===== src/design/cau_pkg.sv =====
package cau_pkg;

    // operation codes
    typedef enum logic [2:0] {
        CMD_ADD = 3'd0,
        CMD_SUB = 3'd1,
        CMD_MUL = 3'd2,
        CMD_DIV = 3'd3,
        CMD_MOD = 3'd4
    } t_cmd;

    // result status codes
    typedef enum logic [1:0] {
        ST_OK       = 2'd0,
        ST_DIV_ZERO = 2'd1,
        ST_SAT      = 2'd2
    } t_status;

    // control word that travels with every item
    typedef struct packed {
        logic valid;
        t_cmd cmd;
        logic neg_re;
        logic neg_im;
        logic dz;
    } t_ctl;

endpackage


===== src/design/cau_iter.sv =====
module cau_iter import cau_pkg::*; #(
    parameter int DATA_WIDTH = 32,
    parameter int FRAC_BITS  = 16,
    parameter int STEP       = 0
) (
    input  logic                      i_clk,
    input  logic                      i_rst_n,
    input  logic                      i_ce,
    input  t_ctl                      i_ctl,
    input  logic [2*DATA_WIDTH-1:0]   i_mag_re,
    input  logic [2*DATA_WIDTH-1:0]   i_mag_im,
    input  logic [2*DATA_WIDTH-1:0]   i_nrm,
    input  logic [2*DATA_WIDTH:0]     i_rem_re,
    input  logic [2*DATA_WIDTH:0]     i_rem_im,
    input  logic [DATA_WIDTH:0]       i_q_re,
    input  logic [DATA_WIDTH:0]       i_q_im,
    input  logic                      i_ovf_re,
    input  logic                      i_ovf_im,
    input  logic [DATA_WIDTH-1:0]     i_root,
    input  logic [2*DATA_WIDTH-1:0]   i_rsq,
    output t_ctl                      o_ctl,
    output logic [2*DATA_WIDTH-1:0]   o_mag_re,
    output logic [2*DATA_WIDTH-1:0]   o_mag_im,
    output logic [2*DATA_WIDTH-1:0]   o_nrm,
    output logic [2*DATA_WIDTH:0]     o_rem_re,
    output logic [2*DATA_WIDTH:0]     o_rem_im,
    output logic [DATA_WIDTH:0]       o_q_re,
    output logic [DATA_WIDTH:0]       o_q_im,
    output logic                      o_ovf_re,
    output logic                      o_ovf_im,
    output logic [DATA_WIDTH-1:0]     o_root,
    output logic [2*DATA_WIDTH-1:0]   o_rsq
);
    localparam int W  = DATA_WIDTH;
    localparam int PW = 2 * W;
    localparam int RW = PW + 1;
    localparam int NW = PW + FRAC_BITS;
    localparam int CW = PW + 2;

    t_ctl          r_ctl;
    logic [PW-1:0] r_mag_re, r_mag_im, r_nrm, r_rsq, n_rsq;
    logic [RW-1:0] r_rem_re, r_rem_im, n_rem_re, n_rem_im;
    logic [W:0]    r_q_re, r_q_im, n_q_re, n_q_im;
    logic          r_ovf_re, r_ovf_im, n_ovf_re, n_ovf_im;
    logic [W-1:0]  r_root, n_root;

    generate
        if (STEP == 0) begin : g_init
            // quotient would not fit: dividend high part already reaches the divisor
            logic [NW-1:0] hi_re, hi_im;
            always_comb begin
                hi_re    = {i_mag_re, {FRAC_BITS{1'b0}}} >> (W + 1);
                hi_im    = {i_mag_im, {FRAC_BITS{1'b0}}} >> (W + 1);
                n_ovf_re = hi_re >= NW'(i_nrm);
                n_ovf_im = hi_im >= NW'(i_nrm);
                n_rem_re = hi_re[RW-1:0];
                n_rem_im = hi_im[RW-1:0];
                n_q_re   = '0;
                n_q_im   = '0;
                n_root   = '0;
                n_rsq    = '0;
            end
        end else begin : g_step
            // one quotient bit per part
            localparam int QB = W + 1 - STEP;
            logic nb_re, nb_im;
            logic [RW-1:0] t_re, t_im;
            if (QB >= FRAC_BITS) begin : g_bit
                assign nb_re = i_mag_re[QB-FRAC_BITS];
                assign nb_im = i_mag_im[QB-FRAC_BITS];
            end else begin : g_zero
                assign nb_re = 1'b0;
                assign nb_im = 1'b0;
            end
            always_comb begin
                t_re     = {i_rem_re[RW-2:0], nb_re};
                t_im     = {i_rem_im[RW-2:0], nb_im};
                n_q_re   = i_q_re;
                n_q_im   = i_q_im;
                n_rem_re = t_re;
                n_rem_im = t_im;
                n_ovf_re = i_ovf_re;
                n_ovf_im = i_ovf_im;
                if (t_re >= RW'(i_nrm)) begin
                    n_rem_re   = t_re - RW'(i_nrm);
                    n_q_re[QB] = 1'b1;
                end
                if (t_im >= RW'(i_nrm)) begin
                    n_rem_im   = t_im - RW'(i_nrm);
                    n_q_im[QB] = 1'b1;
                end
            end
            // one root bit, tracking the square of the partial root
            if (STEP >= 2) begin : g_sqrt
                localparam int RB = W + 1 - STEP;
                logic [CW-1:0] csq;
                always_comb begin
                    csq    = CW'(i_rsq) + (CW'(i_root) << (RB + 1)) + (CW'(1) << (2 * RB));
                    n_root = i_root;
                    n_rsq  = i_rsq;
                    if (csq <= CW'(i_nrm)) begin
                        n_root = i_root | (W'(1) << RB);
                        n_rsq  = csq[PW-1:0];
                    end
                end
            end else begin : g_nosqrt
                assign n_root = i_root;
                assign n_rsq  = i_rsq;
            end
        end
    endgenerate

    // control register
    always_ff @(posedge i_clk) begin
        if (!i_rst_n) begin
            r_ctl <= '0;
        end else if (i_ce) begin
            r_ctl <= i_ctl;
        end
    end

    // payload registers
    always_ff @(posedge i_clk) begin
        if (i_ce) begin
            r_mag_re <= i_mag_re;
            r_mag_im <= i_mag_im;
            r_nrm    <= i_nrm;
            r_rem_re <= n_rem_re;
            r_rem_im <= n_rem_im;
            r_q_re   <= n_q_re;
            r_q_im   <= n_q_im;
            r_ovf_re <= n_ovf_re;
            r_ovf_im <= n_ovf_im;
            r_root   <= n_root;
            r_rsq    <= n_rsq;
        end
    end

    assign o_ctl    = r_ctl;
    assign o_mag_re = r_mag_re;
    assign o_mag_im = r_mag_im;
    assign o_nrm    = r_nrm;
    assign o_rem_re = r_rem_re;
    assign o_rem_im = r_rem_im;
    assign o_q_re   = r_q_re;
    assign o_q_im   = r_q_im;
    assign o_ovf_re = r_ovf_re;
    assign o_ovf_im = r_ovf_im;
    assign o_root   = r_root;
    assign o_rsq    = r_rsq;

endmodule


===== config.mk =====
export PLATFORM = sky130hd
export DESIGN_NAME = cau_iter
export DESIGN_NICKNAME = d
export VERILOG_FILES = /design/src/design/cau_pkg.sv /design/src/design/cau_iter.sv
export SDC_FILE = /design/constraint.sdc
export NUM_CORES = 1
export LEC_CHECK = 0
export BUFFER_PORTS_ARGS = -buffer_cell sky130_fd_sc_hd__buf_2
export CORE_AREA = 3 3 378 380
export DETAILED_ROUTE_END_ITERATION = 10
export DIE_AREA = 0 0 381 383
export PLACE_DENSITY = 0.3
export SYNTH_ARGS = -nofsm -noshare
export SYNTH_HDL_FRONTEND = slang
export SYNTH_SLANG_ARGS = --single-unit
export TNS_END_PERCENT = 50

===== constraint.sdc =====
create_clock -name i_clk -period 2.9 [get_ports i_clk]
set_clock_uncertainty 0.1 [all_clocks]
set_input_delay 0.145 -clock i_clk [delete_from_list [all_inputs] [get_ports i_clk]]
set_output_delay 0.145 -clock i_clk [all_outputs]
set_load 0.005 [all_outputs]

# After elaboration in Yosys (flattened, before gate mapping)
# Index checks and enable logic that the tools add are counted.
word_totals:
  ff_bits: 295
  in_bits: 496
  output_inout_bits: 493
  word_cells: 14
op_classes:
  magnitude_cmp: 2
op_table:
  columns: ["operator", "n"]
  rows:
  - ["$ge 47x64->1", 2]

# Depth between registers and ports, before layout
# Gate-level depths: netlist of run 1.
depth:
  ltp_word: 1
  depth_mapped: 8
  ltp_nobuf: 8

# Least setup slack after synthesis of run 1
# No wires, ideal clock.
synth_timing:
  kind: "input port to flip-flop"
  start: "in i_nrm[14]"
  end: "reg r_ovf_im (netlist: o_ovf_im) (data pin)"
  setup_ns: 0.267
  arrival_ns: 1.712
  required_ns: 2.533
  slack_ns: 0.822
  path_stages: 8
  path_buffers: 0
  path_cell_list: "inv_1 ha_1 a21oi_2 nand2_1 a221o_1 o31a_1 o41ai_1 a31oi_1"
synth_between:
  elab_chain_cells: 1
synth_lines:
  columns: ["item", "line", "rtl"]
  rows:
  - ["from (decl)", "cau_iter.sv:12", "input logic [2*DATA_WIDTH-1:0] i_nrm,"]
  - ["$ge 47x64->1", "cau_iter.sv:55", "n_ovf_im = hi_im >= NW'(i_nrm);"]
  - ["via n_ovf_im", "cau_iter.sv:44", "logic r_ovf_re, r_ovf_im, n_ovf_re, n_ovf_im;"]
  - ["to (signal assigned)", "cau_iter.sv:133", "r_ovf_im <= n_ovf_im;"]
  - ["to (decl)", "cau_iter.sv:44", null]
# The timed path passes the listed nets, and every way through them passes these cells.
# A chain may end at the register's enable or synchronous reset.

# Worst setup path after layout of run 1
layout_timing:
  start: "in i_nrm[9]"
  end: "reg r_ovf_re (netlist: o_ovf_re) (data pin)"
layout_between:
  elab_chain_cells: 1
layout_lines:
  columns: ["item", "line", "rtl"]
  rows:
  - ["$ge 47x64->1", "cau_iter.sv:54", "n_ovf_re = hi_re >= NW'(i_nrm);"]
  - ["via n_ovf_re", "cau_iter.sv:44", null]
  - ["to (signal assigned)", "cau_iter.sv:132", "r_ovf_re <= n_ovf_re;"]
  - ["to (decl)", "cau_iter.sv:44", null]
# The timed path passes the listed nets, and every way through them passes these cells.

==> impl_metrics.toml, run 1 <==
[status]
status = "completed"

[sta]
setup_violations = 0
period_share_pct = 94.0
worstMarginPinSlew_ns = 0.735
fin_hold_ws_ns = 0.129
period_minus_slack_ns = 2.73
finalWorstSetupSlack_ns = 0.174
slew_viol_final = 0
clock.fmax_mhz = 367
hold_violations = 0
rsz0062_at_grt = "no"
relSlewSlack_pct = 51.0

[cts]
htreeDepth = 1
clockRootBuffer = "clkbuf_16"
cts.path.max_buffers = 3
clkSinkCount = 201
cts_tree = "built"
cts.clk_slew.worst_paths_ns = 0.06
clk_latency_ns = 0.62
cts_buffers = 28
post_cts_buffers = 0

[floorplanning]
die_y_um = 383
die_area_mm2 = 0.146
core_area_mm2 = 0.140
io_pins = 989
rows = 137
start_util_pct = 7.51
die_w_um = 381

[global_route]
grt_util_met1_pct = 8.03
grt_max_degree = 71
use_met2_pct = 10.8
grt_pass1_vias = 8013
met3_usage_pct = 1.86
grt_antenna_before_repair = 20
overflow = 0
grt_usage_pct = 6.38
busiest_layer = "met2"
grt_pass1_wl_um = 64700

[logic_synthesis]
synth.most_common_cell = "buf_4"
syn_area_per_cell_um2 = 13.1
yosys-top-cells-count = "buf_4 (292), edfxtp_1 (194), ha_1 (94)"
synth_cell_types = 34
synth_edf_count = 194
yosys.area.top_type = "edfxtp_1"
synth_seq_area_share_pct = 56.9
synthCells = 800
synth_seq_cells = 201
synth_top_area_share_pct = 55.6
synth_flop_cell = "edfxtp_1"
synth.area.top_cells = "edfxtp_1 (56%), buf_4 (21%), ha_1 (11%)"
synthesis.area_mm2 = 0.0105
yosysWarnings = 0
async_reset_ff_share_pct = 0

[setup_path]
timing.rr.end = "o_ctl[0]"
r2r_start = "o_ctl[0]"
cp_max_fo = 2
critPathCaptureType = "flop"
required_ns = 3.27
crit_path_start_kind = "input pin"
critical_path_arrival_ns = 3.09
path_class = "input pin to flop"
regToRegSetupSlack_ns = 1.64
r2r_cells = 3

[pwr]
power_density_mw_per_mm2 = 489
power_leakage_uw = 0.00743
vdd_drop_max_v = 0.000466

[worst_hold_path]
min_path_cells = 2
holdCritPathClass = "input pin to flop"
min-delay-start = "i_mag_im[8]"
hold_end = "o_mag_im[8]"

[detailed_routing]
drtIter0Drc = 299
viasPerCell = 2.36
detail-route-antenna-nets = 0
drcViolationCount = 0
drt_wl_total_um = 49400
num_vias = 7976
wl_per_cell_um = 14.6
drtPass1Iterations = 4

[placed_design]
dp_hpwl_um = 42000
dp_worst_setup_slack_ns = -0.153
gp_congestion = 0.713
port-buffer-count = 496

[final_layout]
area_growth_pct = 64.8
final_nets = 2073
final_layout_size_suffix_gt1_share_pct = 38.7
regArea_mm2 = 0.00597
multi_input_area_mm2 = 0.00288
fillers = 16100

[run]
maxCapViolations = 0
[flip-flops by register name, indices dropped and copies added (netlist names)]
| register | cells |
|---|---|
| o_ovf_re | 1 |
| o_mag_re | 64 |
| o_ovf_im | 1 |
| o_nrm | 64 |
| o_ctl | 7 |
| o_mag_im | 64 |
[cells by family after synthesis]
logic type                 Yosys count  synth area share, %
DFF                                201                 56.9
AOI/OAI and AO/OA                   74                 4.30
other                                1               0.0358
and+or+nand+nor                     80                 4.15
buffers and inverters              343                 22.7
adders and majority gates           94                 11.2
muxes                                7                0.668
[final cells by class]
| type | instances | share of cell area [%] |
|---|---|---|
| Antenna cell | 6 | 0.0869 |
| Clock inverter | 17 | 1.12 |
| Inverter | 50 | 1.09 |
| Multi-Input combinational cell | 453 | 16.7 |
| Timing Repair Buffer | 749 | 28.8 |
| Clock buffer | 33 | 4.16 |
| Tap cell | 1876 | 13.6 |
| Sequential cell | 201 | 34.5 |
[stage by stage]
stage / util, % / cells / area (um2) / total power, uW / TNS [ns]
after floorplan: - / 997 / 11200 / 4240 / 0
after global placement: 10.2 / 3122 / 14300 / 4820 / -0.145
final: 12.4 / 3385 / 17300 / 8440 / 0
after CTS: 12.4 / 3379 / 17300 / 8750 / 0
after detailed placement: 10.2 / 3122 / 14300 / 4810 / -0.153
after global routing: 12.4 / 3379 / 17300 / 8960 / 0
[worst max-delay path: stages]
cell           delay, ns
dlygate4sd3_1       0.51
buf_2               0.11
inv_1               0.05
buf_4               0.13
ha_1                0.28
nand4_1             0.32
nor4_1              0.52
buf_4               0.21
a21boi_0            0.19
o31a_1              0.30
o41ai_2             0.15
a21oi_1             0.16
[routing by layer]
metal,part of all wire [%],wire [um]
met3,9.8,4860
met2,47,23100
met4,1.6,778
met5,0.081,40
met1,42,20600
[placed cells by master (no fill, tap or decap), types with 3 or more instances in the layout]
cell type | synthesis | final
edfxtp_1 | 194 | 194
nor3_1 | 5 | 5
ha_1 | 94 | 94
buf_4 | 292 | 41
mux2i_1 | 7 | 7
buf_2 | 0 | 495
nand3_1 | 13 | 13
buf_12 | 0 | 5
clkinv_1 | 0 | 7
nand4_1 | 19 | 19
a21o_1 | 7 | 7
o21ai_0 | 10 | 10
clkbuf_16 | 0 | 28
diode_2 | 0 | 6
conb_1 | 1 | 198
a21oi_1 | 38 | 38
inv_1 | 50 | 50
clkinv_4 | 0 | 3
dlygate4sd3_1 | 0 | 207
nand2_1 | 16 | 16
nor2_1 | 5 | 5
bufinv_16 | 0 | 3
nor2b_1 | 9 | 9
nor4_1 | 9 | 9
clkbuf_1 | 1 | 5
dfxtp_1 | 7 | 7
[report_power, final]
part           internal (uW)  switching, uW  total [uW]
combinational            661            726        1390
sequential              3440            114        3550
clock                   2040           1460        3500
[what timing repair did]
item | 4_1_cts | 5_1_grt
hold endpoints to repair | 261 | 0
hold buffers | 207 | 0
setup endpoints to repair | 0 | 1
gates resized for setup | 0 | 1
[worst max-delay path by stage]
stage,from,to,slack (ns),cells past startpoint
CTS,i_nrm[8],o_ovf_re,0.05,11
floorplan,i_nrm[14],o_ovf_im,0.82,8
global route,i_nrm[8],o_ovf_re,0.007,12
detailed placement,i_nrm[11],o_ovf_re,-0.15,10
global placement,i_nrm[11],o_ovf_re,-0.14,10
finish,i_nrm[9],o_ovf_re,0.17,12
Power figures use the tool's default switching activity.
==> run 2: changes to the inputs <==
Settings changed: PLACE_DENSITY 0.3 to unset.
==> run 2 against run 1 <==
  * Fmax fell by 5.3%
  * Final cell count rose by 0.35%
  * Sequential power rose by 2%
  * Clock power fell by 9.1%
  * First-iteration DRC count rose by 23%
  * Register-to-register slack barely moved
  * Sequential share of layout area rose by 0.14 points
  * Critical path depth rose by 1
  * Hold slack improved by 0.0082 ns
  * Clock-buffer cell count fell by 5
  * Die area did not move
  * Combinational power rose by 13%
  * Critical endpoint is now o_ovf_im
==> impl_metrics.toml, run 2 (synthesis results as in run 1) <==
[sta]
clock.fmax_mhz = 348
period_minus_slack_ns = 2.88
period_share_pct = 99.2
worstMarginPinSlew_ns = 0.701
relSlewSlack_pct = 53.3
finalWorstSetupSlack_ns = 0.0224
slew_viol_final = 0
setup_violations = 0
hold_violations = 0

[detailed_routing]
detail-route-antenna-nets = 0
drcViolationCount = 0
wl_per_cell_um = 19.6
drt_wl_total_um = 66700
viasPerCell = 2.53
drtIter0Drc = 369
drtPass1Iterations = 5
num_vias = 8589

[global_route]
overflow = 0
grt_usage_pct = 8.66
grt_pass1_vias = 8365
grt_pass1_wl_um = 82500
grt_max_degree = 66
grt_antenna_before_repair = 36

[pwr]
power_density_mw_per_mm2 = 485
vdd_drop_max_v = 0.000406
power_leakage_uw = 0.00739

[final_layout]
fillers = 15900
multi_input_area_mm2 = 0.00291
utilization_pct = 12.3
final_cell_mix = "buf_2 (495), dlygate4sd3_1 (207), conb_1 (198)"
regArea_mm2 = 0.00597
final_layout_size_suffix_gt1_share_pct = 39.2
layout_commonest_cell = "buf_2"
final_nets = 2075
area_growth_pct = 64.2

[setup_path]
critical_path_arrival_ns = 3.15
path_class = "input pin to flop"
cp_max_fo = 2
critPathCaptureType = "flop"
crit_path_start_kind = "input pin"
required_ns = 3.17

[placed_design]
dp_hpwl_um = 57700
gp_congestion = 0.793
port-buffer-count = 496
dp_worst_setup_slack_ns = -0.0817

[floorplanning]
die_y_um = 383
rows = 137
die_area_mm2 = 0.146
start_util_pct = 7.51
die_w_um = 381
core_area_mm2 = 0.140
io_pins = 989

[cts]
post_cts_buffers = 0
clockRootBuffer = "clkbuf_16"
htreeDepth = 1
cts.clk_slew.worst_paths_ns = 0.06
cts_buffers = 26
cts.path.max_buffers = 3
clkSinkCount = 201
clk_latency_ns = 0.61
cts_tree = "built"

[run]
maxCapViolations = 0

[status]
status = "completed"

[worst_hold_path]
holdCritPathClass = "input pin to flop"
-- run 2: metal layers --
| metal | vias to the layer above | global-route usage (%) | share of wire, % |
|---|---|---|---|
| li1 | 3760 | - | - |
| met3 | 59 | 3.24 | 11 |
| met5 | - | 0 | 0.058 |
| met2 | 670 | 13.8 | 44 |
| met4 | 6 | 1.92 | 2.5 |
| met1 | 4094 | 11.1 | 42 |
-- run 2: path summary, 6_finish.rpt --
path | startpoint | to | slack, ns | depth (start not counted)
hold reg to reg | o_ctl[2] | o_ctl[2] | 0.95 | 3
setup reg to reg | o_ctl[3] | o_ctl[3] | 1.64 | 3
setup / recovery | i_nrm[5] | o_ovf_im | 0.02 | 13
hold / removal | i_mag_im[9] | o_mag_im[9] | 0.14 | 2
-- run 2: timing repair --
| action | CTS | global route |
|---|---|---|
| endpoints found under the hold margin | 254 | 0 |
| endpoints found under the setup margin | 0 | 2 |
| resized for setup | 0 | 5 |
| hold buffers | 207 | 0 |
-- run 2: area by class of cell --
cell class / instances / share of cell area, %
clock inverters: 18 / 0.778
well taps: 1876 / 13.6
clock buffers: 28 / 3.82
inverters: 50 / 1.09
repair buffers: 753 / 28.8
diodes: 18 / 0.262
flip-flops and latches: 201 / 34.7
multi-input cells: 453 / 16.9
-- run 2: report_power, final --
group	leakage, uW	internal [uW]	total (uW)	switching, uW
Sequential	0.00196	3440	3610	164
Combinational	0.00505	662	1570	906
Clock	0.000385	1720	3180	1460
-- run 2: metrics by stage --
step | hold WS (ns) | total power [uW] | area [um2] | instances | TNS, ns
final | 0.137 | 8350 | 17200 | 3397 | 0
after global placement | 0.223 | 5020 | 14300 | 3126 | -0.111
after CTS | 0.0658 | 8560 | 17100 | 3379 | 0
after floorplan | 0.144 | 4240 | 11200 | 997 | 0
after detailed placement | 0.223 | 5020 | 14300 | 3126 | -0.0817
after global routing | 0.107 | 8740 | 17200 | 3387 | -0.0367
-- run 2: critical path, cell delays in order --
cell           delay (ns)
dlygate4sd3_1        0.55
buf_2                0.12
inv_1                0.05
ha_1                 0.28
a21oi_1              0.13
o21ai_0              0.13
a221o_1              0.34
buf_4                0.20
o31a_1               0.34
o41ai_2              0.36
buf_4                0.21
a31oi_1              0.10
buf_4                0.17
==> run 3: changes to the inputs <==
Clock period 2.9 ns to 2.86 ns, I/O delays scaled along.
==> run 3 against run 2 <==
  * Power rose by 7.7%
  * Die area did not move
  * Global-route usage rose by 0.099 points
  * Sequential cell count did not move
  * Worst setup slack improved by 0.022 ns
  * Critical path depth fell by 1
  * Register-to-register slack got worse by 0.04 ns
  * Sequential power rose by 2%
  * Core utilization rose by 0.16 points
  * Final cell count barely moved
  * Sequential share of layout area fell by 0.45 points
  * Clock-buffer cell count fell by 1
  * Critical path type unchanged
  * Largest cell class unchanged
  * Highest routed layer unchanged
==> impl_metrics.toml, run 3 (synthesis results as in run 1) <==
[run]
maxCapViolations = 0

[placed_design]
dp_hpwl_um = 57900
placed_area_mm2 = 0.0144
gp_congestion = 0.796
port-buffer-count = 496

[global_route]
grt_usage_pct = 8.76
grt_antenna_before_repair = 24
overflow = 0
grt_pass1_vias = 8548
grt_max_degree = 59
grt_pass1_wl_um = 83900

[floorplanning]
die_y_um = 383
die_area_mm2 = 0.146
core_area_mm2 = 0.140
start_util_pct = 7.51
die_w_um = 381
rows = 137
io_pins = 989

[setup_path]
crit_path_start_kind = "input pin"
regToRegSetupSlack_ns = 1.60
cp_max_fo = 2
path_class = "input pin to flop"
critical_path_arrival_ns = 3.10
critPathCaptureType = "flop"
required_ns = 3.14

[status]
status = "completed"

[detailed_routing]
drtPass1Iterations = 5
detail-route-antenna-nets = 0
num_vias = 8680
viasPerCell = 2.56
drt_wl_total_um = 67400
drcViolationCount = 0
wl_per_cell_um = 19.9
drtIter0Drc = 506

[worst_hold_path]
holdCritPathClass = "input pin to flop"

[cts]
clkSinkCount = 201
htreeDepth = 1
cts.clk_slew.worst_paths_ns = 0.06
clk_latency_ns = 0.63
cts_buffers = 26
cts.path.max_buffers = 3
cts_tree = "built"
clockRootBuffer = "clkbuf_16"

[sta]
setup_tns_ns = 0
period_minus_slack_ns = 2.82
clock.fmax_mhz = 355
period_share_pct = 98.5
rsz0062_at_grt = "no"
relSlewSlack_pct = 54.9
worstMarginPinSlew_ns = 0.676
hold_violations = 0
setup_violations = 0
fin_hold_ws_ns = 0.127
slew_viol_final = 0

[final_layout]
final_cell_mix = "buf_2 (495), dlygate4sd3_1 (207), conb_1 (198)"
final_nets = 2083
layout_commonest_cell = "buf_2"
fin_area_mm2 = 0.0174
final_layout_size_suffix_gt1_share_pct = 39.9
utilization_pct = 12.5
area_growth_pct = 66.3

[pwr]
vdd_drop_max_v = 0.000500
power_density_mw_per_mm2 = 516
p_total_uw = 9000
power_leakage_uw = 0.00751
run 3: final timing paths:
| path | startpoint | end | cells after the start |
|---|---|---|---|
| min | i_mag_re[1] | o_mag_re[1] | 2 |
| max reg2reg | o_ctl[0] | o_ctl[0] | 3 |
| min reg2reg | o_ctl[3] | o_ctl[3] | 3 |
| max | i_mag_im[24] | o_ovf_im | 12 |
run 3: area by class of cell:
type	count	area [um2]
well taps	1876	2350
diodes	8	20.0
repair buffers	761	5050
multi-input cells	453	2930
flip-flops and latches	201	5970
inverters	50	188
fillers	15900	122000
clock inverters	20	285
clock buffers	27	654
run 3: per-layer routing:
| metal | vias to the layer above | track usage [%] | wire length (um) | part of all wire, % |
|---|---|---|---|---|
| met3 | 58 | 3.82 | 8180 | 12 |
| met2 | 697 | 13.9 | 29700 | 44 |
| met5 | - | 0 | 13 | 0.019 |
| li1 | 3762 | - | - | - |
| met1 | 4161 | 11.0 | 28000 | 42 |
| met4 | 2 | 1.87 | 1500 | 2.2 |
run 3: power breakdown:
part	total (uW)	switching [uW]	internal (uW)
Combinational	1610	916	692
Clock	3710	1500	2210
Sequential	3680	189	3490
run 3: repair_timing:
action / in CTS / in global routing
gates resized for setup: 0 / 8
setup endpoints to repair: 0 / 2
hold endpoints to repair: 247 / 0
setup buffers: 0 / 0
hold buffers: 207 / 0
run 3: through the flow:
stage / worst slack, ns / std cells
2_1_floorplan: 0.784 / 997
4_1_cts: 0.0227 / 3388
6_report: 0.0440 / 3396
3_3_place_gp: -0.147 / 3134
5_1_grt: 0.0155 / 3390
3_5_place_dp: -0.163 / 3134
run 3: worst max-delay path, stage by stage:
cell and delay [ns]:
dlygate4sd3_1 0.55, buf_2 0.16, ha_1 0.31, a21oi_1 0.14, o21ai_1 0.11, a221o_1 0.34
buf_12 0.15, o31a_1 0.31, o41ai_2 0.33, buf_4 0.20, a31oi_1 0.14, buf_4 0.19
